`src/cma_pkg.sv`:
```
// shared types and constants of the centred moving average block
package cma_pkg;

  localparam int SAMPLE_W       = 16;
  localparam int FRAC_BITS      = 8;
  localparam int AVG_W          = 24;
  localparam int RADIUS_W       = 5;
  localparam int MAX_RADIUS_DEF = 31;
  localparam logic [RADIUS_W-1:0] RADIUS_RST = RADIUS_W'(1);

  typedef struct packed {
    logic signed [SAMPLE_W-1:0] sample;
    logic                       end_of_stream;
  } item_beat_t;

  typedef struct packed {
    logic signed [AVG_W-1:0] average;
    logic                    final_result;
  } avg_beat_t;

  typedef struct packed {
    logic accept;
    logic ring_upd;
    logic sum_upd;
    logic div_start_win;
    logic div_start_flush;
    logic div_step;
    logic load_out;
    logic flush_init;
    logic flush_read;
    logic flush_remove;
    logic flush_dec;
    logic end_stream;
  } cma_cmd_t;

  typedef struct packed {
    logic eos;
    logic emit_now;
    logic flush_none;
    logic flushing;
    logic d_zero;
    logic curm_gt_m;
    logic div_done;
    logic out_free;
  } cma_stat_t;

endpackage

```
`src/cma_ctrl.sv`:
```
// sequencing state machine of the centred moving average block
module cma_ctrl
  import cma_pkg::*;
(
  input  logic      clk,
  input  logic      rst,
  input  logic      item_valid,
  output logic      item_stall,
  input  cma_stat_t stat,
  output cma_cmd_t  cmd
);

  typedef enum logic [8:0] {
    S_IDLE  = 9'b000000001,
    S_RING  = 9'b000000010,
    S_SUM   = 9'b000000100,
    S_ROUTE = 9'b000001000,
    S_DIV   = 9'b000010000,
    S_LOAD  = 9'b000100000,
    S_FINIT = 9'b001000000,
    S_FCHK  = 9'b010000000,
    S_FREM  = 9'b100000000
  } state_t;

  state_t state;
  state_t state_next;

  always_ff @(posedge clk) begin
    if (rst) begin
      state <= S_IDLE;
    end else begin
      state <= state_next;
    end
  end

  assign item_stall = (state != S_IDLE);

  always_comb begin
    cmd        = '0;
    state_next = state;
    unique case (state)
      S_IDLE: begin
        if (item_valid) begin
          cmd.accept = 1'b1;
          state_next = S_RING;
        end
      end
      S_RING: begin
        cmd.ring_upd = 1'b1;
        state_next   = S_SUM;
      end
      S_SUM: begin
        cmd.sum_upd = 1'b1;
        state_next  = S_ROUTE;
      end
      S_ROUTE: begin
        if (stat.emit_now) begin
          cmd.div_start_win = 1'b1;
          state_next        = S_DIV;
        end else if (stat.eos) begin
          state_next = S_FINIT;
        end else begin
          state_next = S_IDLE;
        end
      end
      S_DIV: begin
        if (stat.div_done) begin
          state_next = S_LOAD;
        end else begin
          cmd.div_step = 1'b1;
        end
      end
      S_LOAD: begin
        if (stat.out_free) begin
          cmd.load_out = 1'b1;
          if (stat.flushing) begin
            if (stat.d_zero) begin
              cmd.end_stream = 1'b1;
              state_next     = S_IDLE;
            end else begin
              cmd.flush_dec = 1'b1;
              state_next    = S_FCHK;
            end
          end else if (stat.eos) begin
            if (stat.flush_none) begin
              cmd.end_stream = 1'b1;
              state_next     = S_IDLE;
            end else begin
              state_next = S_FINIT;
            end
          end else begin
            state_next = S_IDLE;
          end
        end
      end
      S_FINIT: begin
        cmd.flush_init = 1'b1;
        state_next     = S_FCHK;
      end
      S_FCHK: begin
        if (stat.curm_gt_m) begin
          cmd.flush_read = 1'b1;
          state_next     = S_FREM;
        end else begin
          cmd.div_start_flush = 1'b1;
          state_next          = S_DIV;
        end
      end
      S_FREM: begin
        cmd.flush_remove = 1'b1;
        state_next       = S_FCHK;
      end
      default: begin
        state_next = S_IDLE;
      end
    endcase
  end

endmodule

```
`src/cma_datapath.sv`:
```
// sample ring, window sums, serial divider and output register
module cma_datapath
  import cma_pkg::*;
#(
  parameter int MAX_RADIUS = MAX_RADIUS_DEF
) (
  input  logic                clk,
  input  logic                rst,
  input  item_beat_t          item,
  input  logic                cfg_valid,
  input  logic [RADIUS_W-1:0] cfg_data,
  input  cma_cmd_t            cmd,
  output cma_stat_t           stat,
  output logic                avg_valid,
  input  logic                avg_stall,
  output avg_beat_t           avg
);

  localparam int DEPTH  = 2 * MAX_RADIUS + 2;
  localparam int IDX_W  = $clog2(DEPTH);
  localparam int SEEN_W = $clog2(DEPTH + 1);
  localparam int K_W    = $clog2(MAX_RADIUS + 1);
  localparam int CNT_W  = $clog2(2 * MAX_RADIUS + 2);
  localparam int SUM_W  = SAMPLE_W + CNT_W + 1;
  localparam int MAG_W  = SUM_W + FRAC_BITS;
  localparam int DC_W   = $clog2(MAG_W + 1);

  // ring memory
  logic signed [SAMPLE_W-1:0] ring [DEPTH];
  logic signed [SAMPLE_W-1:0] rd_data;
  logic [IDX_W-1:0]           rd_addr;
  logic [CNT_W-1:0]           rd_off;

  logic [RADIUS_W-1:0]        radius;
  logic [K_W-1:0]             k;
  logic [IDX_W-1:0]           newest;
  logic [SEEN_W-1:0]          seen;
  logic [SEEN_W-1:0]          j;
  logic signed [SAMPLE_W-1:0] s_reg;
  logic                       eos;
  logic signed [SUM_W-1:0]    window_sum;

  logic                       flushing;
  logic signed [SUM_W-1:0]    cur;
  logic [CNT_W-1:0]           curm;
  logic [K_W-1:0]             d;

  logic [CNT_W-1:0]           div_n;
  logic [CNT_W-1:0]           rem;
  logic [MAG_W-1:0]           quo;
  logic                       neg;
  logic                       last;
  logic [DC_W-1:0]            div_cnt;

  logic [CNT_W-1:0]           two_k;
  logic [CNT_W-1:0]           two_k1;
  logic [CNT_W-1:0]           span;
  logic [CNT_W-1:0]           dk;
  logic [CNT_W-1:0]           m;
  logic [IDX_W:0]             base_e;
  logic [IDX_W:0]             off_e;
  logic signed [SUM_W-1:0]    div_sum;
  logic [SUM_W-1:0]           abs_sum;
  logic [CNT_W:0]             rem_sh;
  logic [CNT_W:0]             trial;
  logic signed [MAG_W:0]      q_signed;
  logic                       sub_old;

  assign two_k   = {k, 1'b0};
  assign two_k1  = {k, 1'b1};
  assign span    = (j < SEEN_W'(two_k)) ? CNT_W'(j) : two_k;
  assign dk      = CNT_W'(d) + CNT_W'(k);
  assign m       = (SEEN_W'(dk) > j) ? CNT_W'(j) : dk;
  assign sub_old = (j >= SEEN_W'(two_k1));

  // address of the sample rd_off places behind the newest one
  assign rd_off = cmd.flush_read ? curm : two_k1;
  assign base_e = {1'b0, newest};
  assign off_e  = (IDX_W + 1)'(rd_off);
  always_comb begin
    if (base_e >= off_e) begin
      rd_addr = IDX_W'(base_e - off_e);
    end else begin
      rd_addr = IDX_W'(base_e + (IDX_W + 1)'(DEPTH) - off_e);
    end
  end

  always_ff @(posedge clk) begin
    if (cmd.ring_upd) begin
      ring[newest] <= s_reg;
    end
    if (cmd.ring_upd || cmd.flush_read) begin
      rd_data <= ring[rd_addr];
    end
  end

  // configuration
  always_ff @(posedge clk) begin
    if (rst) begin
      radius <= RADIUS_RST;
    end else if (cfg_valid) begin
      radius <= cfg_data;
    end
  end

  // stream state
  always_ff @(posedge clk) begin
    if (rst) begin
      k          <= '0;
      newest     <= '0;
      seen       <= '0;
      window_sum <= '0;
      flushing   <= 1'b0;
    end else begin
      if (cmd.accept) begin
        if (seen == '0) begin
          if (int'(radius) > MAX_RADIUS) begin
            k <= K_W'(MAX_RADIUS);
          end else begin
            k <= K_W'(radius);
          end
        end
        newest <= (newest == IDX_W'(DEPTH - 1)) ? '0 : newest + 1'b1;
        if (seen != SEEN_W'(DEPTH)) begin
          seen <= seen + 1'b1;
        end
      end
      if (cmd.sum_upd) begin
        window_sum <= window_sum + SUM_W'(s_reg) - (sub_old ? SUM_W'(rd_data) : SUM_W'(0));
      end
      if (cmd.flush_init) begin
        flushing <= 1'b1;
      end
      if (cmd.end_stream) begin
        seen       <= '0;
        window_sum <= '0;
        flushing   <= 1'b0;
      end
    end
  end

  always_ff @(posedge clk) begin
    if (cmd.accept) begin
      s_reg <= item.sample;
      eos   <= item.end_of_stream;
      j     <= seen;
    end
    if (cmd.flush_init) begin
      cur  <= window_sum;
      curm <= span;
      d    <= (j >= SEEN_W'(k)) ? k - 1'b1 : K_W'(j);
    end
    if (cmd.flush_remove) begin
      cur  <= cur - SUM_W'(rd_data);
      curm <= curm - 1'b1;
    end
    if (cmd.flush_dec) begin
      d <= d - 1'b1;
    end
  end

  // serial restoring divider, one quotient bit a cycle
  assign div_sum = cmd.div_start_win ? window_sum : cur;
  assign abs_sum = div_sum[SUM_W-1] ? SUM_W'(-div_sum) : SUM_W'(div_sum);
  assign rem_sh  = {rem, quo[MAG_W-1]};
  assign trial   = rem_sh - {1'b0, div_n};

  always_ff @(posedge clk) begin
    if (rst) begin
      div_cnt <= '0;
    end else if (cmd.div_start_win || cmd.div_start_flush) begin
      div_cnt <= DC_W'(MAG_W);
    end else if (cmd.div_step) begin
      div_cnt <= div_cnt - 1'b1;
    end
  end

  always_ff @(posedge clk) begin
    if (cmd.div_start_win || cmd.div_start_flush) begin
      quo   <= MAG_W'(abs_sum) << FRAC_BITS;
      rem   <= '0;
      neg   <= div_sum[SUM_W-1];
      div_n <= cmd.div_start_win ? span + 1'b1 : m + 1'b1;
      last  <= cmd.div_start_win ? (eos && (k == '0)) : (d == '0);
    end else if (cmd.div_step) begin
      if (rem_sh >= {1'b0, div_n}) begin
        rem <= CNT_W'(trial);
        quo <= {quo[MAG_W-2:0], 1'b1};
      end else begin
        rem <= CNT_W'(rem_sh);
        quo <= {quo[MAG_W-2:0], 1'b0};
      end
    end
  end

  // output register
  assign q_signed = neg ? -$signed({1'b0, quo}) : $signed({1'b0, quo});

  always_ff @(posedge clk) begin
    if (rst) begin
      avg_valid <= 1'b0;
    end else if (cmd.load_out) begin
      avg_valid <= 1'b1;
    end else if (!avg_stall) begin
      avg_valid <= 1'b0;
    end
  end

  always_ff @(posedge clk) begin
    if (cmd.load_out) begin
      avg.average      <= AVG_W'(q_signed);
      avg.final_result <= last;
    end
  end

  always_comb begin
    stat.eos        = eos;
    stat.emit_now   = (j >= SEEN_W'(k));
    stat.flush_none = (k == '0);
    stat.flushing   = flushing;
    stat.d_zero     = (d == '0);
    stat.curm_gt_m  = (curm > m);
    stat.div_done   = (div_cnt == '0);
    stat.out_free   = !avg_valid || !avg_stall;
  end

`ifndef SYNTHESIS
  a_out_free : assert property (@(posedge clk) disable iff (rst)
    cmd.load_out |-> (!avg_valid || !avg_stall))
    else $error("result loaded over a waiting beat");

  a_div_nonzero : assert property (@(posedge clk) disable iff (rst)
    cmd.div_step |-> (div_n != '0))
    else $error("divider running with zero divisor");

  a_seen_cap : assert property (@(posedge clk) disable iff (rst)
    seen <= SEEN_W'(DEPTH))
    else $error("sample count beyond ring depth");

  a_end_clears : assert property (@(posedge clk) disable iff (rst)
    cmd.end_stream |=> (seen == '0) && (window_sum == '0) && !flushing)
    else $error("stream state not cleared at end of stream");
`endif

endmodule

```
`src/centered_moving_average.sv`:
```
// top level of the centred moving average block
// Takes one sample beat at a time and returns, for every stream position, the mean of the
// samples within window_radius on either side, the window clipped at both stream ends and
// divided by the samples actually inside it; means carry FRAC_BITS fraction bits, truncated
// toward zero. A mean leaves once the sample window_radius places later has arrived, and the
// end-of-stream beat releases all remaining means, the last one flagged final_result. The
// radius is taken at the first sample of each stream and clipped to MAX_RADIUS. Each sample
// passes through the accept, ring update, sum update and routing steps, and every mean it
// produces adds a run of the bit-serial divider and a load of the output register; the
// end-of-stream flush adds a set-up step, a division for each mean it releases, and a ring
// read and a removal for each sample dropped from the shrinking window. A finished mean waits
// in an output register, so a stalled output only holds the block once the next mean is ready.
module centered_moving_average
  import cma_pkg::*;
#(
  parameter int MAX_RADIUS = MAX_RADIUS_DEF
) (
  input  logic                clk,
  input  logic                rst,
  input  logic                item_valid,
  output logic                item_stall,
  input  item_beat_t          item,
  input  logic                cfg_valid,
  output logic                cfg_ready,
  input  logic [RADIUS_W-1:0] cfg_data,
  output logic                avg_valid,
  input  logic                avg_stall,
  output avg_beat_t           avg
);

  cma_cmd_t  cmd;
  cma_stat_t stat;

  assign cfg_ready = 1'b1;

  cma_ctrl u_ctrl (
    .clk        (clk),
    .rst        (rst),
    .item_valid (item_valid),
    .item_stall (item_stall),
    .stat       (stat),
    .cmd        (cmd)
  );

  cma_datapath #(
    .MAX_RADIUS (MAX_RADIUS)
  ) u_datapath (
    .clk       (clk),
    .rst       (rst),
    .item      (item),
    .cfg_valid (cfg_valid && cfg_ready),
    .cfg_data  (cfg_data),
    .cmd       (cmd),
    .stat      (stat),
    .avg_valid (avg_valid),
    .avg_stall (avg_stall),
    .avg       (avg)
  );

endmodule
```
`config.mk`:
```
export PLATFORM = sky130hd
export DESIGN_NAME = centered_moving_average
export DESIGN_NICKNAME = d
export VERILOG_FILES = /design/src/cma_pkg.sv /design/src/cma_ctrl.sv /design/src/cma_datapath.sv /design/src/centered_moving_average.sv
export SDC_FILE = /design/constraint.sdc
export NUM_CORES = 1
export LEC_CHECK = 0
export ABC_AREA = 0
export CAP_MARGIN = 20
export CELL_PAD_IN_SITES_DETAIL_PLACEMENT = 0
export CELL_PAD_IN_SITES_GLOBAL_PLACEMENT = 1
export CORE_UTILIZATION = 60
export DETAILED_ROUTE_END_ITERATION = 8
export DONT_BUFFER_PORTS = 1
export PLACE_DENSITY = 0.95
export RECOVER_POWER = 100
export SYNTH_ARGS = -nofsm -noshare
export SYNTH_HDL_FRONTEND = slang
export SYNTH_HIERARCHICAL = 1
export SYNTH_SLANG_ARGS = --single-unit
```
`constraint.sdc`:
```
create_clock -name clk -period 14.25 [get_ports clk]
set_clock_uncertainty 0.1 [all_clocks]
set_input_delay 2.85 -clock clk [delete_from_list [all_inputs] [get_ports clk]]
set_output_delay 2.85 -clock clk [all_outputs]
set_load 0.02 [all_outputs]
```
==> results_dict.tcl <==
set metrics [dict create \
    status "finished with violations" \
    violations "max-capacitance violations, max-slew violations" \
    dieArea_sq_mm 0.0897 \
    ys_warn_count 6 \
    h-tree-depth 3 \
    setup.worst_path.start_class "flop" \
    worstMarginPinSlew_ps 3710 \
    grt_pass1_wl_mm 211 \
    wl_mm 145 \
    powerDensity_mw_per_mm2 172 \
    die_height_microns 300 \
    layout.nets 3258 \
    cts_root_buffer "clkbuf_16" \
    cts.sinks 1230 \
    grt_pass1_vias 30900 \
    critical_path.max_stage_delay_ps 3060 \
    core-area_sq_mm 0.0873 \
    wl_per_cell_microns 33.1 \
    grt_max_degree 66 \
    holdCritPathClass "flop to flop" \
    crit_type "flop to flop" \
    drc_errors 0 \
    fin_crit_ps 10950 \
    cts.repair.resized 0 \
    area_growth_pct 9.91 \
    fp-row-count 108 \
    peakVddDrop_mv 0.139 \
    vias_per_cell 6.97 \
    clkSlewWorstSetupHoldPaths_ps 70 \
    largest_register_ff_count 1024 \
    fmax_ghz 0.0913 \
    synthFlopType "edfxtp_1" \
    fin_util 0.669 \
    synth_cell_types 79 \
    hold_viol_final 0 \
    post-cts-setup-buffers 0 \
    dp.cells 4141 \
    instances_no_fill 4363 \
    worst_slack_ps 3300 \
    yosys_register_bits 1230 \
    yosysSeqAreaShare 0.681 \
    gp_congestion 0.885 \
    die_w_microns 300 \
    required_ps 14600 \
    postCtsHoldBufs 0 \
    arrival_ps 11300 \
    io_buffers 0 \
    final_common_cell "edfxtp_1" \
    max_flop_register "u_datapath/ring" \
    synth_area_sq_mm 0.0531 \
    cap_violations 46 \
    drt-initial-drc-count 4391 \
    cts_buffers 115 \
    syn_area_per_cell_sq_um 17.6 \
    cts_tree "done" \
    grt_usage 0.329 \
    preCtsSetupSlack_ps 5180 \
    largestRegisters "u_datapath/ring: 1024 flops, u_datapath/quo: 31 flops, u_datapath/avg: 25 flops" \
    vias 30400 \
    clock_latency_ps 720 \
    antenna_found_initial 4 \
    layout_common_cells "1154 x edfxtp_1, 336 x mux4_2, 162 x nor2_1" \
    setup_viol 0 \
    synth_edf_count 1154 \
    leakagePower_uw 0.0190 \
    drive_gt1_frac 0.176 \
    ys_async_sr_fraction 0 \
    syn_nets 3172 \
    hpwl_mm 82.9 \
    relSlewSlack -1.48 \
    rsz0062_at_grt "false" \
    maxSlewViolCount 1728 \
    initial_core_util 0.609 \
    finalSetupTns_ps 0 \
    grt.overflow.total 0 \
    cp_slowest_cell "fa_1" \
    fin_crit_sh 0.768 \
    synth_cells 3021 \
    cp-end-kind "flop" \
    clockBufferDepth 3 \
    ioPinCount 55 \
    firstDrtPassIters 5 \
    crit_fanout 61 \
    ant_nets 0 \
]
worst paths after layout:
kind                                     start                               end  slack [ps]  depth (start not counted)
hold / removal       u_datapath/last$_DFFE_PN_       u_datapath/avg[0]$_DFFE_PP_         330                          0
setup / recovery  u_datapath/k[0]$_SDFFE_PP0P_  u_datapath/rd_data[11]$_DFFE_PP_        3300                         29
setup reg to reg  u_datapath/k[0]$_SDFFE_PP0P_  u_datapath/rd_data[11]$_DFFE_PP_        3300                         29
hold reg to reg      u_datapath/last$_DFFE_PN_       u_datapath/avg[0]$_DFFE_PP_         330                          0
synth_stat cells (all sizes together) (14+ instances only):
| cell | number | area, sq um |
|---|---|---|
| a21o | 28 | 210 |
| a21oi | 85 | 425 |
| a31oi | 14 | 87.6 |
| and2 | 22 | 138 |
| buf | 52 | 283 |
| clkbuf | 83 | 312 |
| dfxtp | 76 | 1520 |
| edfxtp | 1154 | 34700 |
| fa | 26 | 521 |
| ha | 98 | 1230 |
| inv | 159 | 597 |
| mux2i | 76 | 761 |
| mux4 | 336 | 7570 |
| nand2 | 95 | 357 |
| nand2b | 25 | 156 |
| nand3 | 56 | 280 |
| nand4 | 14 | 87.6 |
| nor2 | 175 | 657 |
| nor3 | 31 | 166 |
| nor3b | 14 | 105 |
| o21a | 17 | 128 |
| o21ai | 100 | 504 |
| o31ai | 19 | 148 |
| xnor2 | 74 | 648 |
| xor2 | 30 | 263 |
layout make-up:
type | count | area, sq um
inverter | 160 | 601
sequential | 1230 | 36200
clock buffer | 139 | 3010
antenna | 5 | 12.5
tap | 1155 | 1450
multi-input combinational | 1496 | 15800
fill | 5427 | 28900
clock inverter | 74 | 853
timing repair buffer | 104 | 482
critical path: cells and delay by family, from the launching register on:
family          cells  cell delay (ps)
flops               1              520
buf+inv             4             1220
compound gates      8              990
xor+xnor            1              240
mux                 5             2060
simple gates        6             1270
fa+ha+maj           5             4160
kinds of logic after synthesis:
| family | Yosys count | share of synthesized area |
|---|---|---|
| multiplexers | 420 | 0.158 |
| XOR/XNOR | 104 | 0.0171 |
| buffers and inverters | 295 | 0.0225 |
| AND/OR/NAND/NOR | 504 | 0.0467 |
| AO/OA/AOI/OAI | 343 | 0.0413 |
| flip-flops | 1230 | 0.681 |
| other | 1 | 0.0000706 |
| adder cells (fa/ha/maj) | 124 | 0.0329 |
power breakdown:
part           switching (uW)  total, uW  internal (uW)  leakage (uW)
Sequential               56.3       4220           4160        0.0111
Clock                    1390       3190           1800       0.00188
Combinational            1490       2660           1170       0.00601
stage by stage:
step	hold slack [ps]	total power, uW	cell area (sq um)
after detailed placement	315	6810	55000
after global routing	331	10300	58400
after floorplan	300	6070	53100
after global placement	315	6670	54800
final	329	10100	58400
after CTS	329	10000	58900
metal layers:
layer	vias up	share of wire	global-route usage	wire length (microns)
li1	12200	-	-	-
met1	15300	0.33	0.409	48300
met2	2434	0.50	0.541	71900
met3	494	0.11	0.0647	15300
met4	2	0.063	0.192	9140
met5	-	0.00014	0	20
No activity file was read; power rests on OpenSTA's default activity.
